[src/gfmf_pkg.sv]
package gfmf_pkg;

  localparam int CORDIC_STEPS = 28;
  localparam int ANGLE_BITS = 32;
  localparam int STEP_W = $clog2(CORDIC_STEPS);

  // CORDIC datapath widths: x/y in Q30 with headroom, z in turns with headroom.
  localparam int XW = 34;
  localparam int ZW = ANGLE_BITS + 2;
  localparam int FRAC = 30;
  localparam int MW = 32;

  localparam logic signed [XW-1:0] K_Q30 = XW'(652032874);
  localparam logic [FRAC:0] ONE_Q30 = 31'h4000_0000;
  localparam logic signed [ZW-1:0] QUARTER = ZW'(1) << (ANGLE_BITS - 2);
  localparam logic signed [ZW-1:0] HALF = ZW'(1) << (ANGLE_BITS - 1);

  // Degree conversion of the raw ddmm.mmmm field.
  localparam int RAW_W = 28;
  localparam logic [28:0] RECIP_1E6 = 29'd281474977;
  localparam int RECIP_SHIFT = 48;
  localparam logic [18:0] MIN_CORR = 19'd400000;
  localparam logic [27:0] DEG_DEN = 28'd216000000;

  // Square root radicands reach 2^60.
  localparam int SQ_W = 62;
  localparam int ROOT_W = SQ_W / 2;

  // Distance scaling: z * C / 2^(ANGLE_BITS+20), C split into two partial products.
  localparam int C_W = 57;
  localparam int C_LO_W = 29;
  localparam int PROD_W = ANGLE_BITS + C_W;
  localparam int DIST_W = 36;

  localparam logic [63:0] PI_Q62 = 64'hC90FDAA22168C234;

  function automatic logic [63:0] dist_const();
    logic [127:0] p;
    p = 128'd25484000000 * 128'h3243F6A8885A308D;
    return p[103:40];
  endfunction

  localparam logic [63:0] DIST_C = dist_const();
  localparam logic [C_LO_W-1:0] C_LO = DIST_C[C_LO_W-1:0];
  localparam logic [C_W-C_LO_W-1:0] C_HI = DIST_C[C_W-1:C_LO_W];

  // Arc tangent of 2^-i as a fraction of a turn; evaluated at elaboration only.
  function automatic logic signed [ZW-1:0] atan_entry(input int i);
    logic [63:0] sum;
    logic [63:0] term;
    logic [63:0] pw;
    logic [63:0] dr;
    logic [63:0] dv;
    logic [63:0] rem;
    logic [63:0] q;
    logic carry;
    int e;
    sum = '0;
    if (i == 0) return ZW'(64'd1 << (ANGLE_BITS - 3));
    for (int k = 0; k < 32; k++) begin
      e = 61 - i * (2 * k + 1);
      if (e >= 0) begin
        pw = 64'd1 << e;
        dv = 64'(2 * k + 1);
        term = '0;
        dr = '0;
        for (int b = 63; b >= 0; b--) begin
          dr = {dr[62:0], pw[b]};
          if (dr >= dv) begin
            dr = dr - dv;
            term[b] = 1'b1;
          end
        end
        if ((k & 1) == 1) sum = sum - term;
        else sum = sum + term;
      end
    end
    rem = sum;
    q = '0;
    for (int b = 0; b <= ANGLE_BITS; b++) begin
      carry = rem[63];
      rem = rem << 1;
      q = q << 1;
      if (carry || rem >= PI_Q62) begin
        rem = rem - PI_Q62;
        q[0] = 1'b1;
      end
    end
    return ZW'((q + 64'd1) >> 1);
  endfunction

  typedef struct packed {
    logic vld;
    logic vec;
    logic neg;
    logic [1:0] tag;
    logic signed [XW-1:0] x;
    logic signed [XW-1:0] y;
    logic signed [ZW-1:0] z;
  } cell_t;

  localparam logic [1:0] TAG_DLAT = 2'd0;
  localparam logic [1:0] TAG_DLON = 2'd1;
  localparam logic [1:0] TAG_LAT1 = 2'd2;
  localparam logic [1:0] TAG_LAT2 = 2'd3;

  localparam logic OP_START = 1'b0;
  localparam logic OP_FIX = 1'b1;

  localparam logic [1:0] VERDICT_DROP = 2'd0;
  localparam logic [1:0] VERDICT_KEEP = 2'd1;
  localparam logic [1:0] VERDICT_STOP = 2'd2;

  localparam int CFG_IDX_W = 1;
  localparam logic [CFG_IDX_W-1:0] CFG_THRESHOLD = 1'b0;
  localparam logic [CFG_IDX_W-1:0] CFG_STOP = 1'b1;

  typedef enum logic [3:0] {
    ST_IDLE,
    ST_CONV,
    ST_SC_FEED,
    ST_SC_WAIT,
    ST_MUL,
    ST_SQRT,
    ST_VEC_FEED,
    ST_VEC_WAIT,
    ST_DIST,
    ST_DONE
  } state_t;

endpackage

[src/gfmf_turns.sv]
module gfmf_turns (
  input  logic                                clk,
  input  logic                                rst_n,
  input  logic                                start,
  input  logic [gfmf_pkg::RAW_W-1:0]          raw,
  output logic                                done,
  output logic [gfmf_pkg::ANGLE_BITS-1:0]     turns
);
  import gfmf_pkg::*;

  localparam int CNT_W = $clog2(ANGLE_BITS + 3);

  logic busy_r;
  logic done_r;
  logic [CNT_W-1:0] cnt_r;
  logic [RAW_W-1:0] raw_r;
  logic [8:0] deg_r;
  logic [27:0] rem_r;
  logic [ANGLE_BITS-1:0] res_r;
  logic [56:0] recip_prod;
  logic [28:0] rem_sh;
  logic bit_set;

  always_comb begin
    recip_prod = 57'(raw_r) * 57'(RECIP_1E6);
    rem_sh = {rem_r, 1'b0};
    bit_set = rem_sh >= 29'(DEG_DEN);
  end

  always_ff @(posedge clk) begin
    if (!rst_n) begin
      busy_r <= 1'b0;
      cnt_r <= '0;
    end else if (start) begin
      busy_r <= 1'b1;
      cnt_r <= '0;
      raw_r <= raw;
    end else if (busy_r) begin
      cnt_r <= cnt_r + 1'b1;
      if (cnt_r == '0) begin
        deg_r <= recip_prod[RECIP_SHIFT+8:RECIP_SHIFT];
      end else if (cnt_r == CNT_W'(1)) begin
        // Minutes kept as they are: q = raw - degrees * 400000.
        rem_r <= raw_r - 28'(deg_r) * 28'(MIN_CORR);
      end else begin
        rem_r <= bit_set ? 28'(rem_sh - 29'(DEG_DEN)) : rem_sh[27:0];
        res_r <= {res_r[ANGLE_BITS-2:0], bit_set};
        if (cnt_r == CNT_W'(ANGLE_BITS + 1)) begin
          busy_r <= 1'b0;
        end
      end
    end
  end

  always_ff @(posedge clk) begin
    if (!rst_n) done_r <= 1'b0;
    else done_r <= !start && busy_r && (cnt_r == CNT_W'(ANGLE_BITS + 1));
  end

  assign done = done_r;
  assign turns = res_r;

endmodule

[config.mk]
export PLATFORM = sky130hd
export DESIGN_NAME = gfmf_turns
export DESIGN_NICKNAME = d
export VERILOG_FILES = /design/src/gfmf_pkg.sv /design/src/gfmf_turns.sv
export SDC_FILE = /design/constraint.sdc
export NUM_CORES = 1
export LEC_CHECK = 0
export BUFFER_PORTS_ARGS = -buffer_cell sky130_fd_sc_hd__buf_2
export CAP_MARGIN = 25
export CORE_ASPECT_RATIO = 0.8
export CORE_MARGIN = 2
export CORE_UTILIZATION = 64
export DETAILED_ROUTE_END_ITERATION = 12
export GPL_ROUTABILITY_DRIVEN = 0
export PLACE_DENSITY_LB_ADDON = 0.05
export SLEW_MARGIN = 0
export SYNTH_ARGS = -nofsm -noshare
export SYNTH_HDL_FRONTEND = slang
export SYNTH_SLANG_ARGS = --single-unit
[constraint.sdc]
create_clock -name clk -period 10.6 [get_ports clk]
set_input_delay 1.06 -clock clk [delete_from_list [all_inputs] [get_ports clk]]
set_output_delay 1.06 -clock clk [all_outputs]
set_load 0.005 [all_outputs]
# Yosys cells after proc, flatten, opt, wreduce, memory -nomap -nowiden
# Cells that the tools add are included.
[op_classes]
addsub = 3
multipliers = 2
div_mod_pow = 0
n_lt_le_gt_ge = 1
eq_ne = 2
shift = 0
muxes = 7
bitwise = 4
n_reduce_logical = 9
[op_table]
columns = ["op", "count"]
rows = [
  ["28-bit by 29-bit multiplier with 57-bit output, second input constant", 1],
  ["28-bit 2-to-1 mux", 2],
  ["29-bit by 28-bit greater-or-equal comparator with 1-bit output, second input constant", 1],
  ["28-bit subtractor", 1],
  ["28-bit subtractor, second input constant", 1],
  ["9-bit by 12-bit multiplier with 21-bit output, second input constant", 1],
  ["4-bit AND reduction", 2],
  ["6-bit by 1-bit adder with 6-bit output, second input constant", 1],
  ["6-bit by 1-bit == test with 1-bit output, second input constant", 1],
  ["6-bit == test, second input constant", 1],
  ["6-bit logical NOT", 1],
  ["1-bit 2-to-1 mux", 5],
  ["5-bit AND reduction", 1],
  ["1-bit inverter", 4],
  ["1-bit logical AND", 2],
  ["2-bit AND reduction", 1],
  ["2-bit OR reduction", 1],
  ["1-bit logical NOT", 1],
]
[word_totals]
regBits = 105
latchBits = 0
mem_bits_rw = 0
mem_bits_ro = 0
inputBits = 31
wordCells = 35
memories = 0

# Longest topological paths before layout
[logic_depth]
word_depth = 6
mapped_depth = 27
depth_no_buf = 26

# Least setup slack after synthesis
# No wires, ideal clock.
[synth_timing]
kind = "register to register"
startpoint = "register raw_r[10]"
endpoint = "register deg_r[8] (data pin)"
setup_time_ns = 0.262
t_arrival_ns = 6.325
required_ns = 10.338
path_slack_ns = 4.013
path_stages_with_launch = 24
path_cell_list = "edfxtp_1 inv_1 fa_1 fa_1 inv_1 fa_1 inv_1 fa_1 inv_1 fa_1 fa_1 inv_1 fa_1 inv_1 ha_1 a21oi_1 nand2_1 a221o_1 a2111oi_2 a21oi_1 o2111a_1 a21oi_1 o21bai_1 xor2_1"
[synth_via]
elab_chain_cells = 1
[synth_rtl]
columns = ["element", "line_no", "source"]
rows = [
  ["start, declared", "gfmf_turns.sv:16", "logic [RAW_W-1:0] raw_r;"],
  ["start signal, assigned", "gfmf_turns.sv:37", "raw_r <= raw;"],
  ["28-bit by 29-bit multiplier with 57-bit output", "gfmf_turns.sv:25", "recip_prod = 57'(raw_r) * 57'(RECIP_1E6);"],
  ["net recip_prod[56]", "gfmf_turns.sv:20", "logic [56:0] recip_prod;"],
  ["end signal, assigned", "gfmf_turns.sv:41", "deg_r <= recip_prod[RECIP_SHIFT+8:RECIP_SHIFT];"],
  ["end, declared", "gfmf_turns.sv:17", "logic [8:0] deg_r;"],
]
# The timed path passes the listed nets, and every way through them passes these cells.
# A chain may end at the register's enable or synchronous reset.

# Worst setup path after layout
[layout_timing]
startpoint = "register raw_r[15]"
endpoint = "register deg_r[1] (data pin)"
# Same word-level chain as after synthesis.

==> results.toml <==
[critical_path]
cpPeakStageDelay_ns = 0.83
cp_max_fo = 8
required_ns = 10.71
cp-start-kind = "flip-flop"
crit_family = "adder cells"
reg2reg_from = "raw_r[15]$_DFFE_PP_"
r2r_slack_ns = 2.45
regToRegEndpoint = "deg_r[1]$_DFFE_PP_"
startpoint = "raw_r[15]$_DFFE_PP_"
worst-setup-path-type = "flip-flop to flip-flop"
critPathArrivalTime_ns = 8.26
end_kind = "flip-flop"
slowest_stage = "edfxtp_1"
path_buf_inv = 6
rr_worst_depth = 22
cpMostUsedCell = "fa_1"
crit_chain = "fa_1 -> inv_1 -> fa_1 -> inv_1 -> fa_1 -> inv_1 -> fa_1 -> inv_1 -> fa_1 -> fa_1 -> inv_1 -> fa_1 -> inv_1 -> ha_1 -> nand4_1 -> or3_1 -> nor4b_1 -> nand2_1 -> o211ai_1 -> a21oi_1 -> o31ai_1 -> xor2_1"

[yosys]
yosys.cell_types.count = 58
synth_top_family_by_area = "adder cells"
synth_edf_count = 97
synth_compound_area_share_pct = 6.96
ys_seq_elements = 105
ys_seq_area_share_pct = 17.0
synth_warnings = 0
ys.flop_type = "edfxtp_1"
syn-num-nets = 2441
synthArstFlopShare_pct = 0
synth_fa_ha_area_share_pct = 55.2
syn-cell-area_sq_mm = 0.0181
synthSimpleGateAreaFrac_pct = 6.41
synth_mux_area_share_pct = 0.222
syn_inst = 1778
synth_xor_area_share_pct = 2.86
syn_avg_cell_area_sq_um = 10.2

[hold_path]
min_path_type = "flip-flop to flip-flop"
hold_end = "turns[3]$_DFFE_PP_"
worstHoldPathCells = 0
min_from = "turns[2]$_DFFE_PP_"

[clocking]
clk_pin_slew_ns = 0.08
insertion_delay_ns = 0.37
cts_htree_levels = 3
cts_sinks = 105
cts_inserted_buffers = 9
cts_root_buffer = "clkbuf_16"
cts_setup_buffers = 0
hold_buffers = 0
clk_path_buf_depth = 2
cts_resized = 0
cts_tree = "built"

[die]
dieWidth_um = 192
ios = 64
initial_core_util_pct = 65.7
coreArea_sq_mm = 0.0275
die_area_sq_mm = 0.0296
rows = 54
fp.dieH_um = 154

[timing]
fmax_mhz = 123
period_needed_ns = 8.15
hold_violations = 0
rsz0062_at_grt = "no"
slew_viol_final = 0
setup_viol = 0
tns_ns = 0
worst_pin_slew_ns = 0.974
min_period_over_period_pct = 76.9
relSlewSlack_pct = 35.1
finClkSkew_ns = 0.0192

[place]
portBuffers = 63
dp_hpwl_um = 36400

[global_route]
antenna_found_initial = 0
grt_max_degree = 43
overflow = 0
grt_pass1_wl_um = 67100
track_usage_pct = 30.3
grt_pass1_vias = 12588

[cells_and_area]
area_growth_syn_to_layout_pct = 5.89
fin_nets = 2506
fillers = 2103
layout-drive-gt1-share_pct = 5.63
num_antenna_cells = 0
ff_latch_area_sq_mm = 0.00307
multi_input_area_sq_mm = 0.0130

[drt]
vias = 12115
routed_wl_um = 41300
drc = 0
drtIter0Drc = 782
wire_per_inst_um = 18.7
first_pass_iters = 5
antenna_left = 0
vias_per_cell = 5.48

[outcome]
status = "finished, final reports clean"

[flow_run]
cap_viol_max_count = 0
synth_stat cells, drive strengths merged, types with 2 or more instances:
cell       n  share of area, %
inv      530                11
ha       357                25
fa       275                30
edfxtp    97                16
a21oi     78               2.2
nand2     59               1.2
nor2      53               1.1
o21ai     49               1.4
xnor2     31               1.5
a21o      28               1.2
xor2      28               1.4
nand3     20              0.55
nor3      17              0.50
nand4     15              0.52
nor2b     14              0.53
clkbuf    13              0.27
nand2b    13              0.49
or2       10              0.35
o31ai      9              0.40
dfxtp      8              0.89
a211oi     7              0.32
or3        7              0.24
and3       6              0.21
o211ai     5              0.21
o21bai     5              0.21
a31oi      4              0.14
mux2i      4              0.22
a221oi     3              0.18
and2       3              0.10
o21a       3              0.12
a2111oi    2              0.13
a311oi     2             0.097
and4       2             0.097
nand3b     2             0.083
nand4b     2             0.097
nor3b      2             0.083
nor4       2             0.069
state kept, by name, indices dropped and copies added, names as in the netlist:
name	flops
turns	32
raw_r	28
rem_r	28
deg_r	9
cnt_r	6
busy_r	1
done	1
cells by family after synthesis:
logic type	Yosys count
fa+ha+maj	632
buf+inv	544
simple gates	230
compound gates	204
flops	105
xor+xnor	59
mux	4
worst max path at each step:
stage                                    end  slack (ns)  cells past startpoint
after floorplan           deg_r[8]$_DFFE_PP_        4.01                     23
after global routing      deg_r[1]$_DFFE_PP_        2.09                     22
after CTS                 deg_r[1]$_DFFE_PP_        2.51                     22
after detailed placement  deg_r[1]$_DFFE_PP_        2.57                     22
final                     deg_r[1]$_DFFE_PP_        2.45                     22
after global placement    deg_r[1]$_DFFE_PP_        2.40                     22
cells in the final DEF, fill, tap and decap left out, types with 3 or more instances in the layout:
master | netlist | routed
o211ai_1 | 5 | 5
mux2i_1 | 4 | 4
nor3_1 | 16 | 16
xnor2_1 | 31 | 31
buf_2 | 0 | 63
inv_1 | 530 | 530
dfxtp_1 | 8 | 8
a21o_1 | 28 | 28
o21ai_0 | 49 | 49
buf_4 | 1 | 5
nand4_1 | 15 | 15
a31oi_1 | 4 | 3
o21a_1 | 3 | 3
o31ai_1 | 8 | 8
or3_1 | 7 | 7
and2_1 | 3 | 3
o21bai_1 | 5 | 5
and3_1 | 6 | 6
edfxtp_1 | 97 | 97
nor2b_1 | 13 | 13
a211oi_1 | 6 | 6
or2_2 | 10 | 10
nand2_1 | 59 | 59
ha_1 | 357 | 357
fa_1 | 275 | 275
xor2_1 | 28 | 28
nand2b_1 | 12 | 12
clkbuf_16 | 0 | 9
a21oi_1 | 77 | 77
nor2_1 | 53 | 53
nand3_1 | 20 | 20
metrics by stage:
stage,area (sq um),setup WS (ns),utilization (%),std cells,hold slack [ns]
2_1_floorplan,18100,4.01,-,1778,0.452
3_3_place_gp,18800,2.40,68.5,2196,0.429
3_5_place_dp,18800,2.57,68.5,2196,0.429
4_1_cts,19100,2.51,69.5,2212,0.446
5_1_grt,19100,2.09,69.5,2212,0.456
6_report,19100,2.45,69.5,2212,0.447
routing by layer:
layer | wire, um | GRT usage [%] | vias up
li1 | - | - | 5766
met4 | 631 | 5.46 | 0
met2 | 17000 | 43.4 | 434
met5 | 0 | 0 | -
met1 | 19100 | 45.2 | 5878
met3 | 4660 | 10.2 | 37
layout make-up:
type,instances,share of cell area [%]
inverters,530,10.4
clock buffers,9,1.18
well taps,364,2.38
flip-flops and latches,105,16.1
repair buffers,68,1.84
multi-input cells,1129,67.8
clock inverters,7,0.373
worst register-to-register path: cells and delay by family (launching register included):
kind                       cells  cell delay (ns)
xor gates and xnor gates       1             0.10
buffers and inverters          6             0.39
adders and majority gates      8             3.95
DFF                            1             0.83
AOI/OAI and AO/OA              3             1.13
and+or+nand+nor                4             1.50
Power is not shown: default switching activity piles up to over one toggle a cycle in this logic, so the estimate is an artifact.
