==> src/gfmf_pkg.sv <==
package gfmf_pkg;

  localparam int CORDIC_STEPS = 28;
  localparam int ANGLE_BITS = 32;
  localparam int STEP_W = $clog2(CORDIC_STEPS);

  // CORDIC datapath widths: x/y in Q30 with headroom, z in turns with headroom.
  localparam int XW = 34;
  localparam int ZW = ANGLE_BITS + 2;
  localparam int FRAC = 30;
  localparam int MW = 32;

  localparam logic signed [XW-1:0] K_Q30 = XW'(652032874);
  localparam logic [FRAC:0] ONE_Q30 = 31'h4000_0000;
  localparam logic signed [ZW-1:0] QUARTER = ZW'(1) << (ANGLE_BITS - 2);
  localparam logic signed [ZW-1:0] HALF = ZW'(1) << (ANGLE_BITS - 1);

  // Degree conversion of the raw ddmm.mmmm field.
  localparam int RAW_W = 28;
  localparam logic [28:0] RECIP_1E6 = 29'd281474977;
  localparam int RECIP_SHIFT = 48;
  localparam logic [18:0] MIN_CORR = 19'd400000;
  localparam logic [27:0] DEG_DEN = 28'd216000000;

  // Square root radicands reach 2^60.
  localparam int SQ_W = 62;
  localparam int ROOT_W = SQ_W / 2;

  // Distance scaling: z * C / 2^(ANGLE_BITS+20), C split into two partial products.
  localparam int C_W = 57;
  localparam int C_LO_W = 29;
  localparam int PROD_W = ANGLE_BITS + C_W;
  localparam int DIST_W = 36;

  localparam logic [63:0] PI_Q62 = 64'hC90FDAA22168C234;

  function automatic logic [63:0] dist_const();
    logic [127:0] p;
    p = 128'd25484000000 * 128'h3243F6A8885A308D;
    return p[103:40];
  endfunction

  localparam logic [63:0] DIST_C = dist_const();
  localparam logic [C_LO_W-1:0] C_LO = DIST_C[C_LO_W-1:0];
  localparam logic [C_W-C_LO_W-1:0] C_HI = DIST_C[C_W-1:C_LO_W];

  // Arc tangent of 2^-i as a fraction of a turn; evaluated at elaboration only.
  function automatic logic signed [ZW-1:0] atan_entry(input int i);
    logic [63:0] sum;
    logic [63:0] term;
    logic [63:0] pw;
    logic [63:0] dr;
    logic [63:0] dv;
    logic [63:0] rem;
    logic [63:0] q;
    logic carry;
    int e;
    sum = '0;
    if (i == 0) return ZW'(64'd1 << (ANGLE_BITS - 3));
    for (int k = 0; k < 32; k++) begin
      e = 61 - i * (2 * k + 1);
      if (e >= 0) begin
        pw = 64'd1 << e;
        dv = 64'(2 * k + 1);
        term = '0;
        dr = '0;
        for (int b = 63; b >= 0; b--) begin
          dr = {dr[62:0], pw[b]};
          if (dr >= dv) begin
            dr = dr - dv;
            term[b] = 1'b1;
          end
        end
        if ((k & 1) == 1) sum = sum - term;
        else sum = sum + term;
      end
    end
    rem = sum;
    q = '0;
    for (int b = 0; b <= ANGLE_BITS; b++) begin
      carry = rem[63];
      rem = rem << 1;
      q = q << 1;
      if (carry || rem >= PI_Q62) begin
        rem = rem - PI_Q62;
        q[0] = 1'b1;
      end
    end
    return ZW'((q + 64'd1) >> 1);
  endfunction

  typedef struct packed {
    logic vld;
    logic vec;
    logic neg;
    logic [1:0] tag;
    logic signed [XW-1:0] x;
    logic signed [XW-1:0] y;
    logic signed [ZW-1:0] z;
  } cell_t;

  localparam logic [1:0] TAG_DLAT = 2'd0;
  localparam logic [1:0] TAG_DLON = 2'd1;
  localparam logic [1:0] TAG_LAT1 = 2'd2;
  localparam logic [1:0] TAG_LAT2 = 2'd3;

  localparam logic OP_START = 1'b0;
  localparam logic OP_FIX = 1'b1;

  localparam logic [1:0] VERDICT_DROP = 2'd0;
  localparam logic [1:0] VERDICT_KEEP = 2'd1;
  localparam logic [1:0] VERDICT_STOP = 2'd2;

  localparam int CFG_IDX_W = 1;
  localparam logic [CFG_IDX_W-1:0] CFG_THRESHOLD = 1'b0;
  localparam logic [CFG_IDX_W-1:0] CFG_STOP = 1'b1;

  typedef enum logic [3:0] {
    ST_IDLE,
    ST_CONV,
    ST_SC_FEED,
    ST_SC_WAIT,
    ST_MUL,
    ST_SQRT,
    ST_VEC_FEED,
    ST_VEC_WAIT,
    ST_DIST,
    ST_DONE
  } state_t;

endpackage

==> src/gfmf_cordic_cell.sv <==
module gfmf_cordic_cell (
  input  logic                                clk,
  input  logic                                rst_n,
  input  logic [gfmf_pkg::STEP_W-1:0]         step,
  input  logic signed [gfmf_pkg::ZW-1:0]      atan,
  input  gfmf_pkg::cell_t                     cell_in,
  output gfmf_pkg::cell_t                     cell_out
);
  import gfmf_pkg::*;

  cell_t cell_r;
  cell_t cell_nxt;
  logic signed [XW-1:0] xs;
  logic signed [XW-1:0] ys;
  logic dir;

  always_comb begin
    xs = cell_in.x >>> step;
    ys = cell_in.y >>> step;
    // Rotation drives z toward zero, vectoring drives y toward zero.
    dir = cell_in.vec ? cell_in.y[XW-1] : ~cell_in.z[ZW-1];
    cell_nxt = cell_in;
    if (dir) begin
      cell_nxt.x = cell_in.x - ys;
      cell_nxt.y = cell_in.y + xs;
      cell_nxt.z = cell_in.z - atan;
    end else begin
      cell_nxt.x = cell_in.x + ys;
      cell_nxt.y = cell_in.y - xs;
      cell_nxt.z = cell_in.z + atan;
    end
  end

  always_ff @(posedge clk) begin
    if (!rst_n) cell_r <= '0;
    else cell_r <= cell_nxt;
  end

  assign cell_out = cell_r;

endmodule

==> config.mk <==
export PLATFORM = sky130hd
export DESIGN_NAME = gfmf_cordic_cell
export DESIGN_NICKNAME = d
export VERILOG_FILES = /design/src/gfmf_pkg.sv /design/src/gfmf_cordic_cell.sv
export SDC_FILE = /design/constraint.sdc
export NUM_CORES = 1
export LEC_CHECK = 0
export BUFFER_PORTS_ARGS = -buffer_cell sky130_fd_sc_hd__buf_2
export CAP_MARGIN = 15
export CORE_MARGIN = 3
export CORE_UTILIZATION = 45
export CTS_CLUSTER_DIAMETER = 80
export CTS_CLUSTER_SIZE = 8
export DETAILED_ROUTE_END_ITERATION = 7
export PLACE_DENSITY = 0.66
export SLEW_MARGIN = 10
export SYNTH_ARGS = -nofsm -noshare
export SYNTH_HDL_FRONTEND = slang
export SYNTH_SLANG_ARGS = --single-unit
export TNS_END_PERCENT = 20
==> constraint.sdc <==
create_clock -name clk -period 16.7 [get_ports clk]
set_input_delay 1.67 -clock clk [delete_from_list [all_inputs] [get_ports clk]]
set_output_delay 1.67 -clock clk [all_outputs]
set_load 0.01 [all_outputs]
==> After elaboration in Yosys (flattened, before gate mapping) <==
Index checks and enable logic that the tools add are counted.
Widths: inputs -> output; s select.
{ "word_totals": {"ff_bits": 107, "input_bits": 148, "out_inout_bits": 107, "word_cells": 18} }
{ "classes": {"bitwise_logic": 1, "addsub": 6, "n_shift": 2, "muxes": 2} }
{ "op_table": {"columns": ["op", "count"], "rows": [
  ["$add 34x34->34", 3],
  ["$mux 102", 1],
  ["$sub 34x34->34", 3],
  ["$sshr 34x5->34", 2],
  ["$mux 1", 1],
  ["$not 1->1", 1]
]} }

==> Logic depth before layout (Yosys ltp) <==
Gate-level depths: netlist of run 1.
{ "logic_depth": {"word_depth": 3, "ltp_mapped": 29, "mapped_depth_nobuf": 23} }

==> Least setup slack after synthesis of run 1 <==
OpenSTA, ideal clock, no wires.
{ "synth_path": {"path_type": "input to register", "from": "input step[0] (netlist name)", "to": "register cell_r (netlist bit cell_out[67])", "path_slack_ps": 9310, "stages": 26, "required_time_ps": 16620, "path_buffers": 6, "t_arrival_ps": 7310, "setup_ps": 80, "path_cell_list": "buf_4 buf_4 buf_4 buf_2 buf_2 mux4_2 a22oi_1 o22ai_1 a221oi_1 ha_1 o2111ai_1 or4_1 buf_2 o21ai_0 xor2_1 ha_1 a21oi_1 o21ai_0 a211o_1 a2111o_1 a32oi_1 a21oi_1 a21o_1 a221o_1 nand3_1 nor3b_1"} }
{ "synth_between": {"elab_chain_cells": 3, "word_cells_on_any_way": 4, "classes_between": "add/sub: 2; shift: 1; mux: 1"} }
{ "synth_rtl": {"columns": ["element", "line", "rtl"], "rows": [
  ["start, declared", "gfmf_cordic_cell.sv:4", "input logic [gfmf_pkg::STEP_W-1:0] step,"],
  ["$sshr 34x5->34 *", "gfmf_cordic_cell.sv:18", "xs = cell_in.x >>> step;"],
  ["$sub 34x34->34 / $add 34x34->34 (equally long branches)", "gfmf_cordic_cell.sv:29, gfmf_cordic_cell.sv:25", null],
  ["$mux 102 *", "gfmf_cordic_cell.sv:23", "if (dir) begin"],
  ["end signal, assigned", "gfmf_cordic_cell.sv:36", "else cell_r <= cell_nxt;"],
  ["end, declared", "gfmf_cordic_cell.sv:11", "cell_t cell_r;"]
]} }
Every way passes the cells marked *; elsewhere a longest branch is shown, timed or not.
A chain may end at the register's enable or synchronous reset.

==> Final worst setup path of run 1 <==
Same ends and word-level chain as after synthesis.

==> impl_metrics.yaml, run 1 <==
floorplanning:
  die_y_microns: 187.2
  dieArea_sq_mm: 0.03503
  start_util: 0.4621
  coreArea_sq_mm: 0.03196
  rows: 65
  ios: 255
  die_w_microns: 187.2
power:
  vdd_drop_max_mv: 0.04933
  power_uw: 1469
  p_per_area_mw_per_mm2: 88.78
  switching_share: 0.4430
  combPwrFrac: 0.606
  p_leak_uw: 0.007240
  clkPwrFrac: 0.164
  p_switching_uw: 650.7
  internal_power_uw: 818.1
  power_frac_seq: 0.230
worst_setup_path:
  worstSetupPathType: "in2reg"
  crit_fanout: 56
  critPathSlowestCell: "a221oi_1"
  arrival_ns: 9.00
  startpoint_type: "input pin"
  endpoint_kind: "flip-flop"
  path_cells: "buf_4 > buf_4 > mux4_2 > a22o_1 > a221oi_1 > ha_1 > o2111ai_1 > or4_1 > o21ai_0 > xor2_1 > ha_1 > a21oi_1 > o21ai_0 > a211o_1 > a2111o_1 > a32oi_1 > a21oi_1 > a21o_1 > a221o_1 > nand3_1 > nor3b_1"
  cp-startpoint: "step[0]"
  worstPathRequired_ns: 16.99
  max_stage_delay_ns: 0.90
sta:
  finalSetupTns_ns: 0
  drv_slew: 0
  period_needed_ns: 8.710
  finalSetupViolCount: 0
  max-slew-margin-rel: 0.1687
  timing.final.crit_share: 0.5215
  hold_violations: 0
  worst_pin_slew_ns: 1.247
  rsz0062_at_grt: "false"
  max_freq_mhz: 114.8
  whs_ns: 1.508
logic_synthesis:
  synth_common_cells: "nor2_1 (215), a21oi_1 (121), nand2_1 (117)"
  ys_seq_area_frac: 0.1450
  synth-main-ff-cell: "dfxtp_1"
  syn_avg_cell_area_sq_um: 8.331
  synth_area_leader_cell: "dfxtp_1"
  syn_area_sq_mm: 0.01477
  ys_seq_elements: 107
  synthCells: 1773
  async_reset_ff_frac: 0
  synth_edf_count: 0
  yosys_warnings: 0
  yosysMostFrequentCell: "nor2_1"
  yosysUniqueCellTypes: 88
  synth_area_leaders: "dfxtp_1 (15%), mux4_2 (14%), ha_1 (8.6%)"
  syn_nets: 2026
  synth_top_area_frac: 0.1450
place:
  dp.cells: 2381
  place.gp.congestion: 1.011
  hpwlAfterDp_mm: 45.94
  portBuffers: 254
  post_dp_cell_area_sq_mm: 0.01622
cells_and_area:
  layout.nets: 2210
  stdcell_count: 2397
  n_antenna_cell: 0
  nFillCells: 3212
  drive_above_1_share: 0.2299
  area_growth_pct: 12.00
  fin_area_sq_mm: 0.01654
  largest_register_ffs: 107
clocking:
  post_cts_buffers: 0
  clockRootBuffer: "clkbuf_16"
  cts.clk_slew.worst_paths_ns: 0.08
  numCtsBuffers: 9
  cts_tree: "built"
  cts_sinks: 107
  clock_path_buffers: 2
  htreeDepth: 3
  post_cts_resized: 0
  hold_buffers: 0
global_routing:
  grt_max_degree: 70
  grt_overflow_total: 0
  grt_usage: 0.3248
  grt_pass1_vias: 14935
  antenna_found_initial: 1
  grt_pass1_wl_mm: 89.31
drt:
  drt_pass1_iterations: 5
  dr.first_iter.drc_count: 1639
  wl_per_cell_microns: 24.48
  wl_mm: 58.67
  viasPerCell: 6.413
  antenna_left: 0
  drcViolationCount: 0
  vias: 15371
min_path:
  hold_path_class: "in2reg"
  hold_start: "cell_in[103]"
run:
  max-cap-violations: 0
outcome:
  status: "finished, final reports clean"
-- metal layers --
layer / global-route usage / share of wire / vias to the layer above
li1: - / - / 7024
met1: 0.4373 / 0.42 / 7309
met2: 0.5134 / 0.44 / 889
met3: 0.05004 / 0.093 / 149
met4: 0.1498 / 0.049 / 0
met5: 0 / 0 / -
-- final timing paths --
kind / cells after the start / end
worst max-delay path: 21 / cell_out[67]$_SDFF_PN0_
worst min-delay path: 2 / cell_out[103]$_SDFF_PN0_
-- final cells by class --
class,instances,area (sq um),share of cell area
multi-input cells,1524,11960,0.7230
clock inverters,6,96.34,0.005824
well taps,435,544.3,0.03290
flip-flops and latches,107,2142,0.1295
inverters,44,165.2,0.009983
repair buffers,271,1406,0.08501
clock buffers,10,229.0,0.01384
-- layout by cell type (no fill, tap or decap), types with 34 or more instances in the layout --
| cell type | n |
|---|---|
| nor2_1 | 215 |
| buf_2 | 251 |
| ha_1 | 102 |
| mux2i_1 | 66 |
| a21o_1 | 54 |
| mux4_2 | 89 |
| a21oi_1 | 120 |
| o21ai_0 | 91 |
| nand2b_1 | 34 |
| xor2_1 | 88 |
| xnor2_1 | 84 |
| nand2_1 | 117 |
| inv_1 | 41 |
| dfxtp_1 | 107 |
-- stage by stage --
step	setup slack, ns	util
finish	7.990	0.5176
global route	7.606	0.5176
CTS	8.063	0.5176
detailed placement	7.689	0.5074
global placement	7.841	0.5074
floorplan	9.310	-
-- worst max-delay path: cells and delay by family --
| family | cells | cell delay (ns) |
|---|---|---|
| and+or+nand+nor | 3 | 0.96 |
| AOI/OAI and AO/OA | 12 | 3.70 |
| xor gates and xnor gates | 1 | 0.19 |
| adders and majority gates | 2 | 0.67 |
| buffers and inverters | 2 | 1.05 |
| muxes | 1 | 0.66 |
-- power groups by stage --
stage / logic [uW] / clock network (uW) / registers (uW)
finish: 890 / 241 / 338
global route: 968 / 261 / 344
CTS: 878 / 249 / 338
detailed placement: 872 / 0 / 343
global placement: 868 / 0 / 342
floorplan: 573 / 0 / 380
-- cell families (layout without fill, tap and decap cells) --
logic type / after synthesis / in the layout / share of synthesized area
DFF: 107 / 107 / 0.1450
buffers and inverters: 142 / 331 / 0.04608
and+or+nand+nor: 552 / 552 / 0.1768
muxes: 195 / 195 / 0.2119
AOI/OAI and AO/OA: 500 / 500 / 0.2278
xor gates and xnor gates: 172 / 172 / 0.1020
adders and majority gates: 105 / 105 / 0.09047
Power figures use the tool's default switching activity.
==> inputs of run 2 (changes only) <==
--- a/config.mk
+++ b/config.mk
@@ -12,7 +12,7 @@
 export CTS_CLUSTER_DIAMETER = 80
 export CTS_CLUSTER_SIZE = 8
 export DETAILED_ROUTE_END_ITERATION = 7
-export PLACE_DENSITY = 0.66
+export PLACE_DENSITY = 0.69
 export SLEW_MARGIN = 10
 export SYNTH_ARGS = -nofsm -noshare
 export SYNTH_HDL_FRONTEND = slang
==> constraint.sdc (replaced) <==
create_clock -name clk -period 7.1 [get_ports clk]
set_input_delay 0.71 -clock clk [delete_from_list [all_inputs] [get_ports clk]]
set_output_delay 0.71 -clock clk [all_outputs]
set_load 0.01 [all_outputs]
==> impl_metrics.yaml, run 2 (synthesis gave the netlist of run 1 again) <==
min_path:
  hold_start: "cell_in[102]"
  hold_path_class: "in2reg"
  hold_path_depth: 2
  min_to: "cell_out[102]$_SDFF_PN0_"
drt:
  antenna_left: 0
  viasPerCell: 6.485
  dr.first_iter.drc_count: 1681
  wl_per_cell_microns: 24.29
  vias: 15973
  drcViolationCount: 0
  drt_pass1_iterations: 7
  wl_mm: 59.83
sta:
  worst_pin_slew_ns: 0.8731
  timing.final.crit_share: 0.8976
  hold_violations: 0
  finalSetupViolCount: 0
  setup_ws_ns: 0.7270
  max_freq_mhz: 156.9
  period_needed_ns: 6.373
  max-slew-margin-rel: 0.4029
  rsz0062_at_grt: "false"
  finalSetupTns_ns: 0
  drv_slew: 0
clocking:
  hold_buffers: 0
  cts_sinks: 107
  cts_tree: "built"
  post_cts_buffers: 0
  clockRootBuffer: "clkbuf_16"
  cts.clk_slew.worst_paths_ns: 0.08
  htreeDepth: 3
  numCtsBuffers: 9
  clock_path_buffers: 2
  post_cts_resized: 0
place:
  place.gp.congestion: 1.033
  dp_slack_ns: 0.4673
  hpwlAfterDp_mm: 47.08
  post_dp_cell_area_sq_mm: 0.01676
  portBuffers: 254
  dp.cells: 2445
cells_and_area:
  stdcell_count: 2463
  layout.nets: 2274
  fin_area_sq_mm: 0.01708
  layout_commonest_cell: "buf_2"
  largest_register_ffs: 107
  layout_common_cells: "buf_2 (251), nor2_1 (215), a21oi_1 (120), nand2_1 (117), dfxtp_1 (107)"
  nFillCells: 3118
  area_growth_pct: 15.66
  drive_above_1_share: 0.2547
worst_setup_path:
  endpoint_kind: "flip-flop"
  path_cells: "buf_4 > buf_12 > mux2_2 > mux4_2 > mux2i_2 > o221a_4 > o2111ai_1 > or4_1 > buf_4 > buf_4 > nor2_1 > nor2_1 > xnor2_1 > ha_1 > a21o_1 > a21o_1 > a21oi_1 > o21ai_0 > a32oi_1 > a21oi_1 > a21o_1 > a221o_1 > nand3_1 > nor3b_1"
  crit_fanout: 55
  critPathSlowestCell: "or4_1"
  worstPathRequired_ns: 7.38
  max_stage_delay_ns: 0.63
  worstSetupPathType: "in2reg"
  arrival_ns: 6.66
  worst-path-buf-inv: 4
  startpoint_type: "input pin"
  path_delay_family: "compound AO/OA/AOI/OAI gates"
run:
  max-cap-violations: 0
global_routing:
  antenna_found_initial: 2
  grt_usage: 0.3282
  grt_pass1_vias: 15289
  grt_overflow_total: 0
  grt_pass1_wl_mm: 90.48
  grt_max_degree: 74
power:
  combPwrFrac: 0.616
  p_switching_uw: 1552
  internal_power_uw: 1954
  power_uw: 3506
  switching_share: 0.4427
  power_frac_seq: 0.226
  clkPwrFrac: 0.158
  p_per_area_mw_per_mm2: 205.2
  p_leak_uw: 0.007570
  vdd_drop_max_mv: 0.1262
floorplanning:
  dieArea_sq_mm: 0.03503
  die_w_microns: 187.2
  die_y_microns: 187.2
  start_util: 0.4621
  coreArea_sq_mm: 0.03196
  ios: 255
  rows: 65
outcome:
  status: "finished, final reports clean"
## run 2: cell count changes in the layout (fill, tap and decap cells not counted)
cell,previous run,this run
buf_12,0,5
buf_4,20,79
bufinv_16,2,1
clkbuf_1,1,0
clkbuf_8,0,1
clkinvlp_4,1,0
diode_2,0,2
inv_6,1,2
inv_8,1,2
## run 2: power groups by stage
stage / Combinational (uW) / Sequential (uW) / Clock, uW
3_5_place_dp: 2110 / 807 / 0
4_1_cts: 2120 / 793 / 569
5_1_grt: 2340 / 807 / 588
3_3_place_gp: 2090 / 803 / 0
6_report: 2160 / 791 / 556
2_1_floorplan: 1350 / 893 / 0
## run 2: per-layer routing
layer / GRT usage / share of wire / vias up
met3: 0.08415 / 0.12 / 226
met4: 0.1503 / 0.053 / 0
met1: 0.4328 / 0.40 / 7482
met5: 0 / 0 / -
li1: - / - / 7161
met2: 0.5051 / 0.42 / 1104
## run 2: cell type report
class                   count  area (sq um)  area share
flip-flops and latches    107          2142      0.1254
multi-input cells        1524         11960      0.7001
inverters                  44         165.2    0.009667
repair buffers            335          1949      0.1141
clock buffers              10         239.0     0.01399
diodes                      2         5.005   0.0002930
clock inverters             6         78.83    0.004614
well taps                 435         544.3     0.03186
## run 2: through the flow
stage | hold WS, ns | utilization
floorplan | 0.8317 | -
global route | 0.5430 | 0.5344
finish | 0.5418 | 0.5345
CTS | 0.5274 | 0.5344
global placement | 0.9149 | 0.5244
detailed placement | 0.9196 | 0.5244
## run 2: how the worst max path moves through the flow
stage | from | end | slack [ns] | depth (start not counted)
CTS | step[1] | cell_out[67]$_SDFF_PN0_ | 0.84 | 25
floorplan | step[0] | cell_out[67]$_SDFF_PN0_ | 0.67 | 26
global placement | step[1] | cell_out[63]$_SDFF_PN0_ | 0.57 | 26
global route | step[1] | cell_out[98]$_SDFF_PN0_ | 0.35 | 22
finish | step[1] | cell_out[67]$_SDFF_PN0_ | 0.73 | 24
detailed placement | step[1] | cell_out[67]$_SDFF_PN0_ | 0.47 | 25
