### src/gfmf_pkg.sv
package gfmf_pkg;

  localparam int CORDIC_STEPS = 28;
  localparam int ANGLE_BITS = 32;
  localparam int STEP_W = $clog2(CORDIC_STEPS);

  // CORDIC datapath widths: x/y in Q30 with headroom, z in turns with headroom.
  localparam int XW = 34;
  localparam int ZW = ANGLE_BITS + 2;
  localparam int FRAC = 30;
  localparam int MW = 32;

  localparam logic signed [XW-1:0] K_Q30 = XW'(652032874);
  localparam logic [FRAC:0] ONE_Q30 = 31'h4000_0000;
  localparam logic signed [ZW-1:0] QUARTER = ZW'(1) << (ANGLE_BITS - 2);
  localparam logic signed [ZW-1:0] HALF = ZW'(1) << (ANGLE_BITS - 1);

  // Degree conversion of the raw ddmm.mmmm field.
  localparam int RAW_W = 28;
  localparam logic [28:0] RECIP_1E6 = 29'd281474977;
  localparam int RECIP_SHIFT = 48;
  localparam logic [18:0] MIN_CORR = 19'd400000;
  localparam logic [27:0] DEG_DEN = 28'd216000000;

  // Square root radicands reach 2^60.
  localparam int SQ_W = 62;
  localparam int ROOT_W = SQ_W / 2;

  // Distance scaling: z * C / 2^(ANGLE_BITS+20), C split into two partial products.
  localparam int C_W = 57;
  localparam int C_LO_W = 29;
  localparam int PROD_W = ANGLE_BITS + C_W;
  localparam int DIST_W = 36;

  localparam logic [63:0] PI_Q62 = 64'hC90FDAA22168C234;

  function automatic logic [63:0] dist_const();
    logic [127:0] p;
    p = 128'd25484000000 * 128'h3243F6A8885A308D;
    return p[103:40];
  endfunction

  localparam logic [63:0] DIST_C = dist_const();
  localparam logic [C_LO_W-1:0] C_LO = DIST_C[C_LO_W-1:0];
  localparam logic [C_W-C_LO_W-1:0] C_HI = DIST_C[C_W-1:C_LO_W];

  // Arc tangent of 2^-i as a fraction of a turn; evaluated at elaboration only.
  function automatic logic signed [ZW-1:0] atan_entry(input int i);
    logic [63:0] sum;
    logic [63:0] term;
    logic [63:0] pw;
    logic [63:0] dr;
    logic [63:0] dv;
    logic [63:0] rem;
    logic [63:0] q;
    logic carry;
    int e;
    sum = '0;
    if (i == 0) return ZW'(64'd1 << (ANGLE_BITS - 3));
    for (int k = 0; k < 32; k++) begin
      e = 61 - i * (2 * k + 1);
      if (e >= 0) begin
        pw = 64'd1 << e;
        dv = 64'(2 * k + 1);
        term = '0;
        dr = '0;
        for (int b = 63; b >= 0; b--) begin
          dr = {dr[62:0], pw[b]};
          if (dr >= dv) begin
            dr = dr - dv;
            term[b] = 1'b1;
          end
        end
        if ((k & 1) == 1) sum = sum - term;
        else sum = sum + term;
      end
    end
    rem = sum;
    q = '0;
    for (int b = 0; b <= ANGLE_BITS; b++) begin
      carry = rem[63];
      rem = rem << 1;
      q = q << 1;
      if (carry || rem >= PI_Q62) begin
        rem = rem - PI_Q62;
        q[0] = 1'b1;
      end
    end
    return ZW'((q + 64'd1) >> 1);
  endfunction

  typedef struct packed {
    logic vld;
    logic vec;
    logic neg;
    logic [1:0] tag;
    logic signed [XW-1:0] x;
    logic signed [XW-1:0] y;
    logic signed [ZW-1:0] z;
  } cell_t;

  localparam logic [1:0] TAG_DLAT = 2'd0;
  localparam logic [1:0] TAG_DLON = 2'd1;
  localparam logic [1:0] TAG_LAT1 = 2'd2;
  localparam logic [1:0] TAG_LAT2 = 2'd3;

  localparam logic OP_START = 1'b0;
  localparam logic OP_FIX = 1'b1;

  localparam logic [1:0] VERDICT_DROP = 2'd0;
  localparam logic [1:0] VERDICT_KEEP = 2'd1;
  localparam logic [1:0] VERDICT_STOP = 2'd2;

  localparam int CFG_IDX_W = 1;
  localparam logic [CFG_IDX_W-1:0] CFG_THRESHOLD = 1'b0;
  localparam logic [CFG_IDX_W-1:0] CFG_STOP = 1'b1;

  typedef enum logic [3:0] {
    ST_IDLE,
    ST_CONV,
    ST_SC_FEED,
    ST_SC_WAIT,
    ST_MUL,
    ST_SQRT,
    ST_VEC_FEED,
    ST_VEC_WAIT,
    ST_DIST,
    ST_DONE
  } state_t;

endpackage

### src/gfmf_isqrt.sv
module gfmf_isqrt (
  input  logic                                clk,
  input  logic                                rst_n,
  input  logic                                start,
  input  logic [gfmf_pkg::SQ_W-1:0]           radicand,
  output logic                                done,
  output logic [gfmf_pkg::ROOT_W-1:0]         root
);
  import gfmf_pkg::*;

  logic busy_r;
  logic done_r;
  logic [SQ_W-1:0] v_r;
  logic [SQ_W-1:0] r_r;
  logic [SQ_W-1:0] bit_r;
  logic [SQ_W-1:0] trial;
  logic fits;

  always_comb begin
    trial = r_r + bit_r;
    fits = v_r >= trial;
  end

  always_ff @(posedge clk) begin
    if (!rst_n) begin
      busy_r <= 1'b0;
    end else if (start) begin
      busy_r <= 1'b1;
      v_r <= radicand;
      r_r <= '0;
      bit_r <= SQ_W'(1) << (SQ_W - 2);
    end else if (busy_r) begin
      if (fits) begin
        v_r <= v_r - trial;
        r_r <= (r_r >> 1) + bit_r;
      end else begin
        r_r <= r_r >> 1;
      end
      bit_r <= bit_r >> 2;
      if (bit_r == SQ_W'(1)) begin
        busy_r <= 1'b0;
      end
    end
  end

  always_ff @(posedge clk) begin
    if (!rst_n) done_r <= 1'b0;
    else done_r <= !start && busy_r && (bit_r == SQ_W'(1));
  end

  assign done = done_r;
  assign root = r_r[ROOT_W-1:0];

endmodule

### config.mk
export PLATFORM = sky130hd
export DESIGN_NAME = gfmf_isqrt
export DESIGN_NICKNAME = d
export VERILOG_FILES = /design/src/gfmf_pkg.sv /design/src/gfmf_isqrt.sv
export SDC_FILE = /design/constraint.sdc
export NUM_CORES = 1
export LEC_CHECK = 0
export BUFFER_PORTS_ARGS = -buffer_cell sky130_fd_sc_hd__buf_4
export CAP_MARGIN = 20
export CORE_MARGIN = 4
export CORE_UTILIZATION = 32
export DETAILED_ROUTE_END_ITERATION = 10
export PLACE_DENSITY = 0.45
export SKIP_CTS_REPAIR_TIMING = 1
export SLEW_MARGIN = 40
export SYNTH_ARGS = -nofsm -noshare
export SYNTH_HDL_FRONTEND = slang
export SYNTH_SLANG_ARGS = --single-unit
### constraint.sdc
create_clock -name clk -period 9.7 [get_ports clk]
set_clock_uncertainty 0.15 [all_clocks]
set_input_delay 1.455 -clock clk [delete_from_list [all_inputs] [get_ports clk]]
set_output_delay 1.455 -clock clk [all_outputs]
set_load 0.1 [all_outputs]
== Yosys cells after proc, flatten, opt, wreduce, memory -nomap -nowiden ==
Cells that the tools add are included.

* Register bits after elaboration: 157
* Bits of input ports: 65
* Output and inout bits: 32
* Logic and storage cells: 26

* Add/sub/neg operators: 3
* Magnitude comparators: 1
* Equal/unequal tests: 1
* Multiplexer cells: 9
* Reductions and logical operators: 7

{| class="wikitable"
|+ Operators by type and width
! operator !! count
|-
| 62-bit two-way mux || 5
|-
| 61-bit by 61-bit adder with 62-bit output || 1
|-
| 62-bit by 61-bit adder with 62-bit output || 1
|-
| 62-bit greater-or-equal comparator || 1
|-
| 62-bit subtractor || 1
|-
| 61-bit two-way mux || 1
|-
| 31-bit by 1-bit == test with 1-bit output, second input constant || 1
|-
| 2-bit nonzero test || 2
|-
| 1-bit two-way mux || 3
|-
| 3-bit AND reduction || 1
|-
| 1-bit logical AND || 2
|-
| 2-bit AND reduction || 1
|-
| 1-bit logical NOT || 1
|}

== Longest topological paths before layout ==
Gate-level depths: netlist of run 1.

* Depth after elaboration: 5
* Depth in mapped cells: 24
* Depth with buffers taken out: 21

== Least setup slack after synthesis of run 1 ==
Ideal clock, no wire load.

* Path type: register to register
* From: reg r_r[6]
* To: reg v_r[0] (enable)
* Library setup time: 0.502 ns
* Data arrival time: 7.921 ns
* Required time: 9.048 ns
* Slack: 1.127 ns
* Stages on the path, launching flop included: 22
* Buffers on the path: 2
* Clock period less this slack: 8.573 ns
* Cell sequence: edfxtp_1 ha_1 a21oi_1 a211oi_1 nor3b_1 or2_1 a32oi_1 o31ai_1 a21o_1 a31oi_1 xor2_1 ha_1 and3_1 nand2_1 or4_1 nor4_2 a21oi_1 and3b_4 a21o_4 buf_2 buf_2 a21oi_1

* Cells in the longest elaborated chain, start to end: 4

{| class="wikitable"
|+ Ends and longest elaborated chain
! item !! line !! text
|-
| start, declared || gfmf_isqrt.sv:14 || <nowiki>logic [SQ_W-1:0] r_r;</nowiki>
|-
| start signal, assigned || gfmf_isqrt.sv:35 || <nowiki>r_r <= (r_r >> 1) + bit_r;</nowiki>
|-
| start signal, assigned || gfmf_isqrt.sv:37 || <nowiki>r_r <= r_r >> 1;</nowiki>
|-
| 62-bit by 61-bit adder with 62-bit output || gfmf_isqrt.sv:20 || <nowiki>trial = r_r + bit_r;</nowiki>
|-
| 62-bit greater-or-equal comparator || gfmf_isqrt.sv:21 || <nowiki>fits = v_r >= trial;</nowiki>
|-
| 2-bit nonzero test (no line) || n/a ||
|-
| 3-bit AND reduction (no line) || n/a ||
|-
| end signal, assigned || gfmf_isqrt.sv:29 || <nowiki>v_r <= radicand;</nowiki>
|-
| end signal, assigned || gfmf_isqrt.sv:34 || <nowiki>v_r <= v_r - trial;</nowiki>
|-
| end, declared || gfmf_isqrt.sv:13 || <nowiki>logic [SQ_W-1:0] v_r;</nowiki>
|}

Every way passes these cells.
A chain may end at the register's enable or synchronous reset.

== Worst setup path in the final report of run 1 ==
* From: reg r_r[4]
* To: reg v_r[47] (enable)

The elaborated chain is that of the path after synthesis.

==> out/results.ini, run 1 <==
[status]
status = completed

[drt]
vias = 14000
drt-initial-drc-count = 1046
dr.pass1.iters = 5
viasPerCell = 5.64
drt-total-wl_um = 51100
routedWlPerCell_um = 20.5
drtAntennaViolNets = 0
drc = 0

[worst_hold_path]
min_path_type = reg2reg

[global_route]
antenna_found_initial = 0
grt_overflow = 0
grt_first_pass_wirelength_um = 78600
grt_start_max_net_pins = 82
grtUsageTotal = 0.195
grt_pass1_vias = 13500

[critical_path]
required_ps = 9640
end_kind = flop
start_kind = flop
arrival_ps = 7050
critPathKind = reg2reg
crit_fanout = 62

[clocking]
path_clk_slew_ps = 70
clock_sinks = 157
cts-buffers-inserted = 17
h-tree-depth = 4
cts_root_buffer = clkbuf_16
worst_skew_pair.late_latency_ps = 460
cts_tree = built
cts_buffer_depth = 2

[pwr]
cellPowerDensity_nw_per_um2 = 203
total_power_uw = 3460
p_leak_uw = 0.00628
vdd_drop_max_uv = 136

[synthesis]
syn_area_um2 = 15400
synth_area_leaders = edfxtp_1 30%, ha_1 10%, nand2_1 5.2%, o21ai_0 4.9%, a21oi_1 4.9%
synth_seq_cells = 157
yosysSeqAreaShare = 0.305
netlist.area_leader.share = 0.302
synthCells = 1865
synth_edf_count = 155
synth-main-ff-cell = edfxtp_1
syn-num-nets = 2057
synthArstFlopShare = 0
synth.avg_cell_area_um2 = 8.27
synth_warnings = 0
synth_cell_types = 77
synth_top_area_cell = edfxtp_1

[floorplan]
rows = 80
fp.dieArea_um2 = 51800
io_pins = 97
die_w_um = 227
die_h_um = 227
core-area_um2 = 47600
start_util = 0.324

[sta]
max_freq_mhz = 141
min_period_over_period = 0.733
finalSetupTns_ps = 0
worst_slew_pin_slew_ps = 766
relSlewSlack = 0.485
final-max-slew-violation-count = 0
finalSetupViolCount = 0
rsz0062_at_grt = no
hold_viol = 0
min_period_ps = 7110

[flow_run]
cap_violations = 0

[placement]
hpwlAfterDp_um = 39300
portBuffers = 96
globalplace.congestion = 0.884

[finish]
final_nets = 2055
fillers = 4967
layout-drive-gt1-share = 0.0997
diodes = 0
area_delta_synth_final_pct = 10.3

[cell usage after synthesis, drive strengths merged (50+ instances only)]
cell      n
xnor2    62
o21ai   157
edfxtp  155
nand4    50
xor2     69
a21oi   152
clkbuf   81
nor2    137
nor2b    65
a31oi    69
nand2   214
ha      126
[cells by family (layout without fill, tap and decap cells)]
group | Yosys count | after routing | synth area share
AND/OR/NAND/NOR | 662 | 662 | 0.209
AO/OA/AOI/OAI | 608 | 608 | 0.250
buffers and inverters | 168 | 178 | 0.0499
flip-flops | 157 | 157 | 0.305
XOR/XNOR | 131 | 131 | 0.0744
adder cells (fa/ha/maj) | 127 | 127 | 0.104
multiplexers | 12 | 12 | 0.00852
[sequential cells by signal (all words and copies together) (netlist names)]
register / cells
busy_r: 1
done: 1
r_r: 62
v_r: 62
bit_r: 31
[metrics by stage]
stage          cells  instance area [µm²]  utilization  hold slack (ps)  worst slack [ps]
5_1_grt         2490                17000        0.357              347              2150
2_1_floorplan   1865                15400            -              297              1130
3_3_place_gp    2459                16400        0.344              304              2690
4_1_cts         2490                17000        0.357              332              2490
6_report        2490                17000        0.357              334              2590
3_5_place_dp    2459                16400        0.345              322              2520
[placed cells by master, fill, tap and decap left out, types with 65 or more instances in the layout]
cell      count
a21oi_1     150
a31oi_1      69
buf_4       100
edfxtp_1    155
ha_1        126
nand2_1     214
nor2_1      136
nor2b_1      65
o21ai_0     151
xor2_1       69
[cell type report]
class,instances,area [µm²],area share
Tap cell,615,769,0.0453
Timing Repair Buffer,105,816,0.0480
Multi-Input combinational cell,1540,9980,0.587
Inverter,42,160,0.00942
Clock buffer,19,433,0.0255
Sequential cell,157,4690,0.276
Clock inverter,12,146,0.00861
[worst max-delay path: stages, from the launching register on]
cell and delay (ps):
edfxtp_1 500, ha_1 430, a211oi_1 100, a211oi_1 610, nor3b_1 350, o21ai_0 230, a211oi_1 430, nor3_1 180
o31ai_1 630, a31oi_1 200, xor2_1 200, ha_1 450, and3_1 260, nand2_1 90, nor3_1 250, and3_1 190
a21oi_1 80, and3b_4 230, a21o_4 390, a21oi_4 220, buf_6 500
[metal layers]
layer  wire (µm)  vias to the layer above  GRT usage
met5           0                        -          0
met4        1240                        0     0.0621
met3        1770                       49     0.0209
met2       22100                      319      0.298
met1       26000                     6705      0.290
li1            -                     6976          -
[path summary, 6_finish.rpt]
path,startpoint,end,slack [ps],cells past startpoint
worst min register to register,busy_r,done,330,1
worst max-delay path,r_r[4],v_r[47],2590,20
worst max register to register,r_r[4],v_r[47],2590,20
worst min-delay path,busy_r,done,330,1
[power breakdown]
group	switching (µW)	internal [µW]	total (µW)
clock	308	401	709
sequential	108	879	986
combinational	1130	632	1760
total	1550	1910	3460
Note: power is estimated with default switching activity, not from simulation.
==> run 2: changes to the inputs <==
- ABC_AREA: not set -> 1
- PLACE_DENSITY: 0.45 -> 0.47
- clock period: 9.7 -> 5.9 ns (I/O delays scaled with it)
==> run 2 against run 1 <==
Effect of this change:
- global-route usage grew 4.7 points
- sequential cell count unchanged
- critical path depth is 4 higher
- die area is 28% higher
- non-clock buffer count increased by 20
- core utilization grew 0.21 points
- critical path type unchanged
- largest cell class unchanged
- highest routed layer unchanged
==> out/results.ini, run 2 <==
[finish]
final_common_cell = nand2_1
finalNonFillerCells = 4341  ; +74%
final_area_um2 = 22100  ; +30%
layout-drive-gt1-share = 0.0554  ; -0.0444
final_nets = 3682  ; +79%
reg.largest.list = r_r (62), v_r (62), bit_r (31)
area_delta_synth_final_pct = 11.1
post-route-util = 0.359  ; +0.00207
fillers = 7055  ; +42%
mostFrequentLayoutCells = 1,361 x nand2_1, 587 x inv_1, 331 x nor2_1, 207 x nand3_1, 155 x edfxtp_1

[placement]
globalplace.congestion = 0.958  ; +8.4%
place_area_um2 = 21500  ; +31%
portBuffers = 96  ; unchanged
dp_cells = 4308  ; +75%
hpwlAfterDp_um = 68800  ; +75%

[drt]
vias = 21100  ; +50%
dr.pass1.iters = 6  ; +1
drt-initial-drc-count = 1523  ; +46%
drt-total-wl_um = 82100  ; +60%
drtAntennaViolNets = 0  ; unchanged
drc = 0  ; unchanged
viasPerCell = 4.87  ; -14%
routedWlPerCell_um = 18.9  ; -8.0%

[status]
status = completed

[clocking]
cts_root_buffer = clkbuf_16
clock_sinks = 157  ; unchanged
h-tree-depth = 4  ; unchanged
worst_skew_pair.late_latency_ps = 520  ; +60 ps
cts-buffers-inserted = 17  ; unchanged
path_clk_slew_ps = 80  ; about the same
cts_tree = built
cts_buffer_depth = 2  ; unchanged

[critical_path]
end_kind = flop
arrival_ps = 5400  ; -1650 ps
critPathKind = reg2reg
required_ps = 5910  ; -3730 ps
reg2reg_depth = 24  ; +20%
start_kind = flop
crit_fanout = 62  ; unchanged

[synthesis]
synth.avg_cell_area_um2 = 5.83  ; -29%
synth_seq_cells = 157  ; unchanged
syn_area_um2 = 19900  ; +29%
synth_fa_ha_area_frac = 0.0802  ; -0.0233
synth_xor_xnor_area_share = 0.0431  ; -0.0313
synthCells = 3415  ; +83%
synth-main-ff-cell = edfxtp_1
synth_area_leaders = nand2_1 26%, edfxtp_1 23%, inv_1 11%, ha_1 7.9%, nor2_1 6.2%
yosysSeqAreaShare = 0.236  ; -0.0686
synth_cell_types = 40  ; -48%
synthArstFlopShare = 0  ; unchanged
synth_edf_count = 155  ; unchanged
syn-num-nets = 3607  ; +75%
netlist.area_leader.share = 0.257  ; -0.0452
yosys.cell_count.top_type = nand2_1
synth_mux_area_frac = 0  ; -0.00852
synth_top_family_by_area = simple AND/OR/NAND/NOR gates
synth_warnings = 0  ; unchanged
synth_top_area_cell = nand2_1
synth_compound_area_frac = 0.0850  ; -0.165
synth-simple-area-share = 0.421  ; +0.212
synth_common_cells = 1,361 x nand2_1, 588 x inv_1, 331 x nor2_1, 207 x nand3_1, 155 x edfxtp_1

[pwr]
vdd_drop_max_uv = 229  ; +69%
pwr-share-seq = 0.254  ; -0.031
p_int_uw = 3120  ; +63%
p_clk_frac = 0.192  ; -0.013
combPwrFrac = 0.553  ; +0.043
p_switching_uw = 3210  ; +110%
p_leak_uw = 0.0114  ; +81%
total_power_uw = 6330  ; +83%
cellPowerDensity_nw_per_um2 = 286  ; +41%
swShare = 0.508  ; +0.0606

[sta]
min_period_ps = 5390  ; -1720 ps
hold_viol = 0  ; unchanged
rsz0062_at_grt = no
final-max-slew-violation-count = 0  ; unchanged
worst_slew_pin_slew_ps = 835  ; +69.3 ps
finalSetupViolCount = 0  ; unchanged
min_period_over_period = 0.914  ; +0.181
max_freq_mhz = 185  ; +32%
finalSetupTns_ps = 0  ; unchanged
relSlewSlack = 0.438  ; -0.0470

[flow_run]
cap_violations = 0  ; unchanged

[floorplan]
core-area_um2 = 61600  ; +29%
die_h_um = 257  ; +13%
rows = 91  ; +14%
die_w_um = 257  ; +13%
fp.dieArea_um2 = 66200  ; +28%
io_pins = 97  ; unchanged
start_util = 0.323  ; -0.000467

[global_route]
antenna_found_initial = 0  ; unchanged
grt_start_max_net_pins = 95  ; +16%
grt_first_pass_wirelength_um = 121000  ; +54%
grtUsageTotal = 0.243  ; +0.0473
grt_overflow = 0  ; unchanged
grt_pass1_vias = 20400  ; +51%

[worst_hold_path]
hold_depth = 2  ; +1
min_path_type = reg2reg

==> run 2: cell families after synthesis <==
| family | Yosys count |
|---|---|
| and+or+nand+nor | 2059 |
| AOI/OAI and AO/OA | 314 |
| xor gates and xnor gates | 98 |
| adders and majority gates | 127 |
| buffers and inverters | 660 |
| DFF | 157 |
==> run 2: worst paths after layout <==
kind | start | to | slack, ps
setup reg to reg | r_r[4] | v_r[46] | 510
hold / removal | busy_r | done | 430
setup / recovery | r_r[4] | v_r[46] | 510
hold reg to reg | busy_r | done | 430
==> run 2: cell type report <==
type / count / area (µm²) / area share
Antenna cell: 1 / 2.50 / 0.000113
Clock buffer: 17 / 425 / 0.0192
Clock inverter: 15 / 173 / 0.00781
Inverter: 591 / 2220 / 0.100
Multi-Input combinational cell: 2598 / 12500 / 0.567
Sequential cell: 157 / 4690 / 0.212
Tap cell: 837 / 1050 / 0.0474
Timing Repair Buffer: 125 / 1010 / 0.0458
==> run 2: worst max-delay path, stage by stage (launching register included) <==
cell      delay, ps
edfxtp_1        540
ha_1            420
nand2_1         120
o21ai_0         290
a21oi_1         160
o21ai_0         430
nand3_1         160
nand2_1         240
nand3_1         190
nand3b_1        140
nand2_1         100
ha_1            380
nand2_1         150
nor2_1          170
inv_1            90
nor2_1           90
nand2_1          60
nor2_1          100
nand2_1          60
nand3_1          80
nor2_2           60
nand2_1         200
o21ai_0         140
inv_2           110
buf_12          330
==> run 2: routing by layer <==
| metal | wire length (µm) | vias up | part of all wire | GRT usage |
|---|---|---|---|---|
| li1 | - | 10800 | - | - |
| met1 | 37200 | 9631 | 0.45 | 0.319 |
| met2 | 38100 | 549 | 0.46 | 0.408 |
| met3 | 3400 | 121 | 0.041 | 0.0248 |
| met4 | 3420 | 0 | 0.042 | 0.101 |
| met5 | 0 | - | 0 | 0 |
==> run 2: power by group through the flow <==
stage / Combinational [µW] / Sequential [µW] / Clock, µW
final: 3500 / 1610 / 1220
after global routing: 3890 / 1620 / 1290
after CTS: 3480 / 1610 / 1250
after detailed placement: 3470 / 1630 / 0
after global placement: 3480 / 1630 / 0
after floorplan: 2480 / 1550 / 0
==> run 2: metrics by stage <==
step | setup WS (ps) | hold slack [ps]
2_1_floorplan | 750 | 332
6_report | 505 | 426
3_3_place_gp | 676 | 432
3_5_place_dp | 679 | 430
5_1_grt | 52.0 | 459
4_1_cts | 636 | 432
